## config.mk

```make
export PLATFORM = sky130hd
export DESIGN_NAME = mzsd_ctrl
export DESIGN_NICKNAME = d
export VERILOG_FILES = /design/src/rtl/mzsd_pkg.sv /design/src/rtl/mzsd_ctrl.sv
export SDC_FILE = /design/constraint.sdc
export NUM_CORES = 1
export LEC_CHECK = 0
export ABC_AREA = 1
export ABC_CLOCK_PERIOD_IN_PS = 1800
export BUFFER_PORTS_ARGS = -buffer_cell sky130_fd_sc_hd__buf_2
export CAP_MARGIN = 15
export CORE_MARGIN = 8
export CORE_UTILIZATION = 35
export DETAILED_ROUTE_END_ITERATION = 10
export SLEW_MARGIN = 5
export SYNTH_ARGS = -nofsm -noshare
export SYNTH_HDL_FRONTEND = slang
export SYNTH_SLANG_ARGS = --single-unit
```

## constraint.sdc

```tcl
create_clock -name i_clk -period 1.8 [get_ports i_clk]
set_input_delay 0.54 -clock i_clk [delete_from_list [all_inputs] [get_ports i_clk]]
set_output_delay 0.54 -clock i_clk [all_outputs]
set_load 0.005 [all_outputs]
```

## src/rtl/mzsd_pkg.sv

```systemverilog
// ----------------------------------------------------------------------------
// mzsd_pkg: shared types and constants
// Constants, register codes and controller/datapath bundles for the
// minimum z-normalized shapelet distance block.
// ----------------------------------------------------------------------------
package mzsd_pkg;

    // default store depths
    localparam int MAX_SHAPELET_DEF = 256;
    localparam int MAX_SERIES_DEF   = 1024;

    // field widths
    localparam int SAMPLE_W   = 16;
    localparam int DIST_W     = 18;
    localparam int CFG_IDX_W  = 2;
    localparam int CFG_DATA_W = 11;
    localparam int SHL_W      = 9;
    localparam int SEL_W      = 11;
    localparam int BEST_W     = 32;
    localparam int ROOT_W     = 32;
    localparam int SHIFT_W    = 6;

    // register indexes
    localparam logic [CFG_IDX_W-1:0] REG_SHAPELET_LENGTH = 2'd0;
    localparam logic [CFG_IDX_W-1:0] REG_SERIES_LENGTH   = 2'd1;

    // register reset values
    localparam logic [SHL_W-1:0] SHL_RESET = 9'd16;
    localparam logic [SEL_W-1:0] SEL_RESET = 11'd128;

    // fixed-point constants
    localparam logic [BEST_W-1:0] ONE_Q30  = 32'h4000_0000;
    localparam logic [DIST_W-1:0] DIST_SAT = 18'h2_0000;

    // product pair selection
    typedef enum logic [1:0] {
        MUL_VY,
        MUL_VX,
        MUL_N
    } t_mul_op;

    // controller states
    typedef enum logic [4:0] {
        S_IDLE,
        S_CHECK,
        S_VY_MUL,
        S_VY_SUB,
        S_VY_CHK,
        S_VY_SQ,
        S_VY_SQW,
        S_WIN,
        S_MAC,
        S_DRAIN,
        S_VX_MUL,
        S_VX_SUB,
        S_VX_CHK,
        S_VX_SQ,
        S_VX_SQW,
        S_N_MUL,
        S_N_SUB,
        S_P_MUL,
        S_DIV,
        S_DIV_W,
        S_UPDATE,
        S_NEXT,
        S_FIN_SQ,
        S_FIN_SQW,
        S_OUT
    } t_state;

    // controller to datapath
    typedef struct packed {
        logic    clr_row;
        logic    set_nowin;
        logic    set_degen;
        logic    mul_en;
        t_mul_op mul_op;
        logic    sub_en;
        logic    sq_start;
        logic    sq_final;
        logic    ld_sy;
        logic    clr_j;
        logic    inc_j;
        logic    win_clr;
        logic    mac_issue;
        logic    p_en;
        logic    div_start;
        logic    upd_en;
    } t_dp_cmd;

    // datapath to controller
    typedef struct packed {
        logic row_end;
        logic no_win;
        logic incomplete;
        logic diff_zero;
        logic sq_busy;
        logic sq_done;
        logic div_busy;
        logic div_done;
        logic mac_busy;
        logic last_k;
        logic last_j;
    } t_dp_stat;

endpackage

```

## src/rtl/mzsd_ctrl.sv

```systemverilog
// ----------------------------------------------------------------------------
// mzsd_ctrl: row-end sequencer
// Steps through the shapelet variance, each window's MAC pass, root,
// divide and minimum update, then the final root and the result beat.
// ----------------------------------------------------------------------------
module mzsd_ctrl (
    input  logic               i_clk,
    input  logic               i_rst_n,
    input  logic               i_acc,
    input  mzsd_pkg::t_dp_stat i_stat,
    output mzsd_pkg::t_dp_cmd  o_cmd,
    output logic               o_busy,
    output logic               o_valid
);
    import mzsd_pkg::*;

    t_state r_state;
    t_state n_state;

    always_ff @(posedge i_clk) begin
        if (!i_rst_n) begin
            r_state <= S_IDLE;
        end else begin
            r_state <= n_state;
        end
    end

    // next state
    always_comb begin
        n_state = r_state;
        unique case (r_state)
            S_IDLE:    if (i_acc && i_stat.row_end) n_state = S_CHECK;
            S_CHECK: begin
                if (i_stat.no_win || i_stat.incomplete) n_state = S_FIN_SQ;
                else n_state = S_VY_MUL;
            end
            S_VY_MUL:  n_state = S_VY_SUB;
            S_VY_SUB:  n_state = S_VY_CHK;
            S_VY_CHK:  n_state = i_stat.diff_zero ? S_FIN_SQ : S_VY_SQ;
            S_VY_SQ:   n_state = S_VY_SQW;
            S_VY_SQW:  if (i_stat.sq_done) n_state = S_WIN;
            S_WIN:     n_state = S_MAC;
            S_MAC:     if (i_stat.last_k) n_state = S_DRAIN;
            S_DRAIN:   if (!i_stat.mac_busy) n_state = S_VX_MUL;
            S_VX_MUL:  n_state = S_VX_SUB;
            S_VX_SUB:  n_state = S_VX_CHK;
            S_VX_CHK:  n_state = i_stat.diff_zero ? S_NEXT : S_VX_SQ;
            S_VX_SQ:   n_state = S_VX_SQW;
            S_VX_SQW:  if (i_stat.sq_done) n_state = S_N_MUL;
            S_N_MUL:   n_state = S_N_SUB;
            S_N_SUB:   n_state = S_P_MUL;
            S_P_MUL:   n_state = S_DIV;
            S_DIV:     n_state = S_DIV_W;
            S_DIV_W:   if (i_stat.div_done) n_state = S_UPDATE;
            S_UPDATE:  n_state = S_NEXT;
            S_NEXT:    n_state = i_stat.last_j ? S_FIN_SQ : S_WIN;
            S_FIN_SQ:  n_state = S_FIN_SQW;
            S_FIN_SQW: if (i_stat.sq_done) n_state = S_OUT;
            S_OUT:     n_state = S_IDLE;
            default:   n_state = S_IDLE;
        endcase
    end

    // commands
    always_comb begin
        o_cmd        = '0;
        o_cmd.mul_op = MUL_VY;
        o_valid      = 1'b0;
        unique case (r_state)
            S_CHECK: begin
                o_cmd.clr_row   = 1'b1;
                o_cmd.set_nowin = i_stat.no_win;
                o_cmd.set_degen = !i_stat.no_win && i_stat.incomplete;
            end
            S_VY_MUL: begin
                o_cmd.mul_en = 1'b1;
                o_cmd.mul_op = MUL_VY;
            end
            S_VY_SUB:  o_cmd.sub_en = 1'b1;
            S_VY_CHK:  o_cmd.set_degen = i_stat.diff_zero;
            S_VY_SQ:   o_cmd.sq_start = 1'b1;
            S_VY_SQW: begin
                o_cmd.ld_sy = i_stat.sq_done;
                o_cmd.clr_j = i_stat.sq_done;
            end
            S_WIN:     o_cmd.win_clr = 1'b1;
            S_MAC:     o_cmd.mac_issue = 1'b1;
            S_VX_MUL: begin
                o_cmd.mul_en = 1'b1;
                o_cmd.mul_op = MUL_VX;
            end
            S_VX_SUB:  o_cmd.sub_en = 1'b1;
            S_VX_CHK:  o_cmd.set_degen = i_stat.diff_zero;
            S_VX_SQ:   o_cmd.sq_start = 1'b1;
            S_N_MUL: begin
                o_cmd.mul_en = 1'b1;
                o_cmd.mul_op = MUL_N;
            end
            S_N_SUB:   o_cmd.sub_en = 1'b1;
            S_P_MUL:   o_cmd.p_en = 1'b1;
            S_DIV:     o_cmd.div_start = 1'b1;
            S_UPDATE:  o_cmd.upd_en = 1'b1;
            S_NEXT:    o_cmd.inc_j = !i_stat.last_j;
            S_FIN_SQ: begin
                o_cmd.sq_start = 1'b1;
                o_cmd.sq_final = 1'b1;
            end
            S_FIN_SQW: o_cmd.sq_final = 1'b1;
            S_OUT:     o_valid = 1'b1;
            default: ;
        endcase
    end

    assign o_busy = r_state != S_IDLE;

`ifndef SYNTH
    // the root unit is never restarted mid-operation
    a_sq_start_idle: assert property (@(posedge i_clk) disable iff (!i_rst_n)
        o_cmd.sq_start |-> !i_stat.sq_busy)
        else $error("root unit started while busy");

    // the divider is never restarted mid-operation
    a_div_start_idle: assert property (@(posedge i_clk) disable iff (!i_rst_n)
        o_cmd.div_start |-> !i_stat.div_busy)
        else $error("divider started while busy");

    // a row-ending sample always launches the sequence
    a_row_end_busy: assert property (@(posedge i_clk) disable iff (!i_rst_n)
        (i_acc && i_stat.row_end) |=> o_busy)
        else $error("row end accepted without starting the sequence");
`endif

endmodule

```

# Word-level counts from Yosys, hierarchy flattened
# Index checks and enable logic that the tools add are counted.
dict set report totals {
  ff_bits 5
  input_bits 14
  out_inout_bits 19
  elab_cells 70
}
dict set report op_classes {
  n_eq_ne 31
  n_mux 26
  n_reduce_logical 12
}
# operator n
set op_table {}
lappend op_table {{case mux 5 bit (24 select lines)} 1}
lappend op_table {{two-way mux 5 bit} 11}
lappend op_table {{== test 5 bit (second input constant)} 9}
lappend op_table {{== test 5 x 4 -> 1 bit (second input constant)} 8}
lappend op_table {{== test 5 x 3 -> 1 bit (second input constant)} 4}
lappend op_table {{!= test 2 bit (second input constant)} 7}
lappend op_table {{== test 5 x 2 -> 1 bit (second input constant)} 2}
lappend op_table {{two-way mux 1 bit} 10}
lappend op_table {{case mux 3 bit (3 select lines)} 1}
lappend op_table {{AND reduction 7 bit} 1}
lappend op_table {{OR reduction 3 bit} 2}
lappend op_table {{== test 5 x 1 -> 1 bit (second input constant)} 1}
lappend op_table {{zero test 5 bit} 1}
lappend op_table {{nonzero test 5 bit} 1}
lappend op_table {{two-way mux 2 bit} 2}
lappend op_table {{OR reduction 2 bit} 2}
lappend op_table {{logical AND 1 bit} 2}
lappend op_table {{zero test 1 bit} 2}
lappend op_table {{case mux 1 bit (2 select lines)} 1}
lappend op_table {{logical OR 1 bit} 1}

# Logic depth before layout (Yosys ltp)
# Gate-level depths: netlist (run 1).
dict set report depth {
  word_depth 3
  ltp_mapped 10
  mapped_depth_nobuf 9
}

# Worst setup path after synthesis (run 1)
# OpenSTA, ideal clock, no wires.
dict set report synth_timing {
  path_type {register -> output}
  startpoint {register r_state[0]}
  endpoint {output o_cmd[7] (netlist bit)}
  arrival_ns 1.084
  required_ns 1.260
  slack_ns 0.176
  stages_incl_launch_ff 5
  path_buffers 1
  cell_sequence {dfxtp_1 > nor2_1 > nand2_1 > nor3_1 > buf_4}
}
# element line
set synth_rtl {}
lappend synth_rtl {{from (decl)} mzsd_ctrl.sv:17} ;# t_state r_state;
lappend synth_rtl {{from (signal assigned)} mzsd_ctrl.sv:24} ;# r_state <= n_state;
lappend synth_rtl {{to (decl)} mzsd_ctrl.sv:11} ;# output mzsd_pkg::t_dp_cmd o_cmd,

==> key figures, run 1 <==
Status
  • Status: completed

CTS
  • Inserted Clock Buffers: 3
  • Worst skew pair latency: 0.24 ns
  • H-tree depth: 1
  • CTS Sinks: 5
  • CTS max path bufs: 2
  • Clk root buf: clkbuf_4
  • Worst-path clk slew: 0.04 ns
  • TritonCTS clock tree: built

Yosys
  • Synth top cells by count: nand2_1, inv_1, nor2_1
  • Largest cells by area after synthesis: nand2_1, dfxtp_1, inv_1
  • Post-synth top area cell: nand2_1
  • Post-Syn Instances: 139
  • Post-synth EDFFs: 0
  • Synth top area share: 17.35%
  • Synth Flop Type: dfxtp_1
  • Synth Warn #: 0
  • Mapped Nets: about 150
  • Post-synthesis sequential area ratio: between 10 and 15%
  • Distinct cell type count after synthesis: 23
  • Async SR Flop Fraction: 0%
  • Synthesized flop and latch total: 5
  • Most common cell in the netlist: nand2_1
  • Avg Inst Size Synth: 5.293 um2
  • Mapped Area: 735.7 um2

Die
  • Core area: 1982 um2
  • Num rows: 16
  • Die area: 3825 um2
  • Die X: 61.85 um
  • Die H: approximately 62 um
  • Initial Utilization: roughly 37%
  • I/O pins: 33

Pwr
  • Switching Share: 52.61%
  • Power share of the sequential group: between 10% and 20%
  • Maximum VDD drop: between 0.7 and 0.8 mV
  • NetSw: 0.8240 mW
  • Internal power: about 0.74 mW
  • Clock power share: approximately 8.2%
  • P_leak: 0.7060 nW
  • Combinational power share: 74.4%
  • Power Density: 1316 nW/um2

STA
  • RSZ-0062 raised after global routing: yes
  • Clk_skew: 0.002226 ns
  • Setup WS post-layout: 0.01469 ns
  • Endpoints failing setup: 0
  • Fmax achieved: 560.1 MHz
  • Worst slew margin: 86.12%
  • Worst-margin pin slew: 0.2073 ns
  • Hold Fails Final Rpt: 0
  • Period Utilization, post-route: 99.18%
  • Tmin final: 1.785 ns
  • Setup Total Neg Slack: 0 ns
  • Pins Over Slew Limit: 0

Detailed routing
  • WL final: between 2000 and 3000 um
  • Via/cell ratio: 4.885
  • Final ANT Viol Nets: 0
  • Initial DRC Count: 22
  • DR vias: 1065
  • First-pass DRT Iterations: 4
  • WL/cell: 12.36 um
  • Post-detailed-route DRC marker count: 0

Global route
  • GRT overflow: 0
  • Largest net degree at the start of global routing: 9
  • All-Layer GR Usage: 14.41%
  • First-pass GRT wire length: 4243 um
  • Initial antenna violation count: 0
  • Vias in the first global route: 983

Min path
  • HP Start: i_rst_n
  • Hold Path Cell Cnt: 3
  • Hold Path End: r_state[4]
  • Worst Hold Class: in2reg

Layout
  • Final #Nets: 206
  • Largest registers: r_state (5)
  • Final non-filler cell total: ~220
  • Final Core Density: 60.04%
  • Diodes inserted: 0
  • Layout cells sized above 1: 51.31%
  • Area Growth Syn to Fin: 61.73%
  • Largest register FFs: 5
  • Top reg by flops: r_state
  • Fin area: 1190 um2

Worst setup path
  • Worst path required time: 1.26 ns
  • CP startpoint kind: register
  • R2r worst-path depth: 10
  • R2r setup slk: 0.28 ns
  • Worst setup EP type: output pin
  • Crit path arrival time: 1.25 ns
  • Worst R2R End: r_state[4]
  • Crit path max fanout: 4
  • Reg-to-Reg Start: r_state[3]
  • Crit path kind: reg2out

Place
  • Post-DP HPWL: 1984 um
  • # placed instances: 204
  • Final Wtd Congestion: roughly 0.84
  • Area after DPL: 974.7 um2
  • Post-Place Worst Slack: roughly 0.14 ns
  • IO buf count: 30

Flow run
  • Maxcap violations: 0
timing repair:
action | CTS | global route
cloned | 0 | 0
hold buffers | 0 | 0
gates resized for setup | 13 | 31
pin swaps | 2 | 6
setup endpoints to repair | 13 | 16
setup buffers | 0 | 10
per-layer routing:
layer	GRT usage (%)	part of all wire, %	up-vias
met1	16.65	42	486
met4	3.896	0.63	0
li1	-	-	545
met5	0	0	-
met3	3.498	6.2	2
met2	25.55	51	32
through the flow:
step	hold slack [ns]	power, mW
after detailed placement	0.5340	1.158
after global routing	0.5249	1.745
final	0.5110	1.566
after CTS	0.5075	1.344
after global placement	0.5319	1.159
after floorplan	0.5015	0.8315
worst max-delay path, stage by stage, from the launching register on:
cell     delay (ns)
dfxtp_4        0.37
buf_6          0.12
nor2_4         0.15
nand3_2        0.11
inv_2          0.07
nand2_2        0.05
inv_1          0.04
buf_2          0.10
final cells by class:
| class | count | area (um2) |
|---|---|---|
| Multi-Input combinational cell | 104 | 586.8 |
| Inverter | 26 | 100.1 |
| Fill cell | 205 | 792.0 |
| Timing Repair Buffer | 52 | 326.6 |
| Clock buffer | 4 | 26.28 |
| Tap cell | 27 | 33.78 |
| Sequential cell | 5 | 116.4 |
power groups by stage:
stage | Clock, mW | Sequential (mW) | Combinational [mW]
after CTS | 0.133 | 0.240 | 0.971
final | 0.129 | 0.273 | 1.16
after global placement | 0 | 0.223 | 0.937
after global routing | 0.144 | 0.281 | 1.32
after floorplan | 0 | 0.183 | 0.649
after detailed placement | 0 | 0.219 | 0.938
placed cells by master, fill, tap and decap left out, types with 2 or more instances in the layout:
cell type / n
nor2_1: 17
nand3_2: 2
a21oi_1: 4
buf_2: 30
nor3_2: 3
nand2_4: 2
inv_1: 17
inv_2: 8
nand2_2: 9
nand3_1: 16
buf_4: 19
nor2_2: 4
nand2_1: 27
dfxtp_4: 4
clkbuf_4: 3
buf_6: 3
nor2_4: 7
nand4_1: 2
o21ai_0: 3
how the worst max path moves through the flow:
stage | from | endpoint | cells after the start
6_report | r_state[3] | o_cmd[5] | 7
5_1_grt | r_state[3] | o_cmd[5] | 7
4_1_cts | r_state[2] | o_cmd[3] | 5
3_5_place_dp | r_state[0] | o_cmd[5] | 7
3_3_place_gp | r_state[0] | o_cmd[5] | 7
2_1_floorplan | r_state[0] | o_cmd[7] | 4
cells by family (layout without fill, tap and decap cells):
| family | after synthesis | in the layout | share of synthesized area (%) |
|---|---|---|---|
| and+or+nand+nor | 91 | 91 | 58.50 |
| AOI/OAI and AO/OA | 13 | 13 | 9.865 |
| buffers and inverters | 30 | 82 | 18.03 |
| DFF | 5 | 5 | 13.61 |
No activity file was read; power rests on OpenSTA's default activity.
==> inputs of run 2 (changes only) <==
--- a/config.mk
+++ b/config.mk
@@ -6,12 +6,13 @@
 export NUM_CORES = 1
 export LEC_CHECK = 0
 export ABC_AREA = 1
-export ABC_CLOCK_PERIOD_IN_PS = 1800
+export ABC_CLOCK_PERIOD_IN_PS = 1700
 export BUFFER_PORTS_ARGS = -buffer_cell sky130_fd_sc_hd__buf_2
 export CAP_MARGIN = 15
 export CORE_MARGIN = 8
 export CORE_UTILIZATION = 35
 export DETAILED_ROUTE_END_ITERATION = 10
+export PLACE_DENSITY_LB_ADDON = 0.1
 export SLEW_MARGIN = 5
 export SYNTH_ARGS = -nofsm -noshare
 export SYNTH_HDL_FRONTEND = slang
==> constraint.sdc (replaced) <==
create_clock -name i_clk -period 1.7 [get_ports i_clk]
set_input_delay 0.51 -clock i_clk [delete_from_list [all_inputs] [get_ports i_clk]]
set_output_delay 0.51 -clock i_clk [all_outputs]
set_load 0.005 [all_outputs]
==> run 2 against run 1 <==
  * The run now ends with negative setup slack left
  * Core utilization up 0.32 points
  * Via count stayed put
  * Die area did not move
  * Sequential cell count is the same
  * Worst hold slack got worse by 0.041 ns
  * Sequential power rose by 7.7%
  * Largest cell class unchanged
  * Largest power group unchanged
  * Highest routed layer unchanged
==> key figures, run 2 (synthesis results as in run 1) <==
STA
  • Period Utilization, post-route: 101.9%
  • Fmax achieved: 577.1 MHz
  • Worst slew margin: 84.56%
  • Tmin final: between 1.5 and 2 ns
  • Setup WS post-layout: -0.03286 ns
  • Worst hold margin: 0.4701 ns
  • Endpoints failing setup: 2
  • Pins Over Slew Limit: 0
  • Clk_skew: 0.008040 ns
  • Worst-margin pin slew: 0.2311 ns
  • RSZ-0062 raised after global routing: yes
  • Hold Fails Final Rpt: 0

Worst setup path
  • CP peak stage delay: 0.39 ns
  • WP depth: 5
  • Family with the most delay on the worst path: simple AND/OR/NAND/NOR gates
  • Crit path max fanout: 4
  • Crit path arrival time: 1.22 ns
  • Worst path required time: 1.19 ns
  • Worst R2R End: r_state[0]
  • Buffer and inverter count on the worst path: 2
  • Crit path kind: reg2out
  • R2r worst-path depth: 9
  • Reg-to-Reg Start: r_state[2]
  • CP startpoint kind: register
  • Worst setup EP type: output pin
  • CP cell instances: inv_4, nor2_4, nand3_1, nand2_1, buf_2
  • R2r setup slk: 0.19 ns
  • Crit-path slowest cell: dfxtp_4

Global route
  • All-Layer GR Usage: 14.12%
  • Vias in the first global route: 1013
  • First-pass GRT wire length: approximately 4100 um
  • Initial antenna violation count: 0
  • Largest net degree at the start of global routing: 9
  • GRT overflow: 0

Die
  • Core area: 1982 um2
  • Die H: 61.85 um
  • Initial Utilization: 37.12%
  • Die area: 3825 um2
  • Die X: 61.85 um
  • I/O pins: 33
  • Num rows: 16

Min path
  • Hold Path End: r_state[4]
  • Hold Path Cell Cnt: 3
  • Worst Hold Class: in2reg
  • HP Start: i_rst_n

Detailed routing
  • DR vias: roughly 1100
  • Final ANT Viol Nets: 0
  • Via/cell ratio: around 4.8
  • Initial DRC Count: 28
  • First-pass DRT Iterations: 4
  • Post-detailed-route DRC marker count: 0
  • WL final: about 2600 um
  • WL/cell: ~12 um

Place
  • # placed instances: 205
  • IO buf count: 30
  • Final Wtd Congestion: 0.8685
  • Post-DP HPWL: slightly above 2000 um

CTS
  • Worst skew pair latency: 0.25 ns
  • Worst-path clk slew: 0.05 ns
  • Inserted Clock Buffers: 3
  • CTS Sinks: 5
  • Clk root buf: clkbuf_4
  • CTS max path bufs: 2
  • Hold_buf cts: 0
  • TritonCTS clock tree: built
  • H-tree depth: 1

Status
  • Status: complete, but fails checks
  • Failing checks: negative setup slack

Layout
  • Area Growth Syn to Fin: 62.59%
  • Largest registers: r_state (5)
  • Final non-filler cell total: 222
  • Most frequent cells in the layout: nand2_1, buf_2, buf_4, nor2_1
  • Final #Nets: 210
  • Diodes inserted: 0
  • Layout fillers: slightly above 200
  • Layout cells sized above 1: about half
  • Largest register FFs: 5
  • Top reg by flops: r_state

Pwr
  • Power Density: 1388 nW/um2
  • Maximum VDD drop: 0.7853 mV
  • P_leak: roughly 0.71 nW
  • Overall Power: 1.660 mW

Flow run
  • Maxcap violations: 0
run 2: final cells by class:
| type | instances | area [um2] | share of cell area (%) |
|---|---|---|---|
| Sequential cell | 5 | 116.4 | 9.728 |
| Tap cell | 27 | 33.78 | 2.824 |
| Clock buffer | 4 | 26.28 | 2.197 |
| Timing Repair Buffer | 56 | 359.1 | 30.02 |
| Multi-Input combinational cell | 104 | 555.5 | 46.44 |
| Inverter | 26 | 105.1 | 8.787 |
run 2: worst register-to-register path, cell delays in order, from the launching register on:
cell and delay [ns]:
dfxtp_4 0.39, buf_6 0.13, nor2_4 0.03, buf_4 0.12, buf_4 0.14, nand3_1 0.09
nand3_1 0.09, nor2_2 0.20, nand2_1 0.10, a21oi_1 0.14
run 2: worst max-delay path by stage:
| stage | from | end | slack (ns) |
|---|---|---|---|
| global placement | r_state[0] | o_cmd[5] | 0.06 |
| CTS | r_state[0] | o_busy | -0.02 |
| global route | r_state[2] | o_cmd[5] | -0.08 |
| floorplan | r_state[0] | o_cmd[7] | 0.11 |
| detailed placement | r_state[0] | o_cmd[5] | 0.07 |
| finish | r_state[2] | o_cmd[9] | -0.03 |
run 2: metrics by stage:
step | setup slack (ns) | utilization [%] | TNS (ns) | area, um2
final | -0.03286 | 60.35 | -0.04452 | 1196
after CTS | -0.02161 | 56.38 | -0.09945 | 1117
after floorplan | 0.1058 | - | 0 | 735.7
after detailed placement | 0.06876 | 49.56 | 0 | 982.2
after global placement | 0.05876 | 49.56 | 0 | 982.2
after global routing | -0.08046 | 60.35 | -0.8651 | 1196
run 2: timing repair:
item                                    CTS  global route
pin swaps                                 5            11
endpoints found under the setup margin   19            18
buffers inserted                          6             7
resized for setup                        29            10
gates cloned                              0             0
run 2: layer usage:
metal,GRT usage (%),up-vias,part of all wire [%]
met3,3.909,2,8.2
met5,0,-,0
met4,5.195,0,0.34
li1,-,546,-
met1,14.80,478,41
met2,26.00,39,51
run 2: report_power, final:
| part | internal, mW | switching (mW) | total [mW] |
|---|---|---|---|
| clock network | 0.0889 | 0.0521 | 0.141 |
| registers | 0.179 | 0.114 | 0.294 |
| logic | 0.542 | 0.683 | 1.23 |
| total | 0.810 | 0.850 | 1.66 |
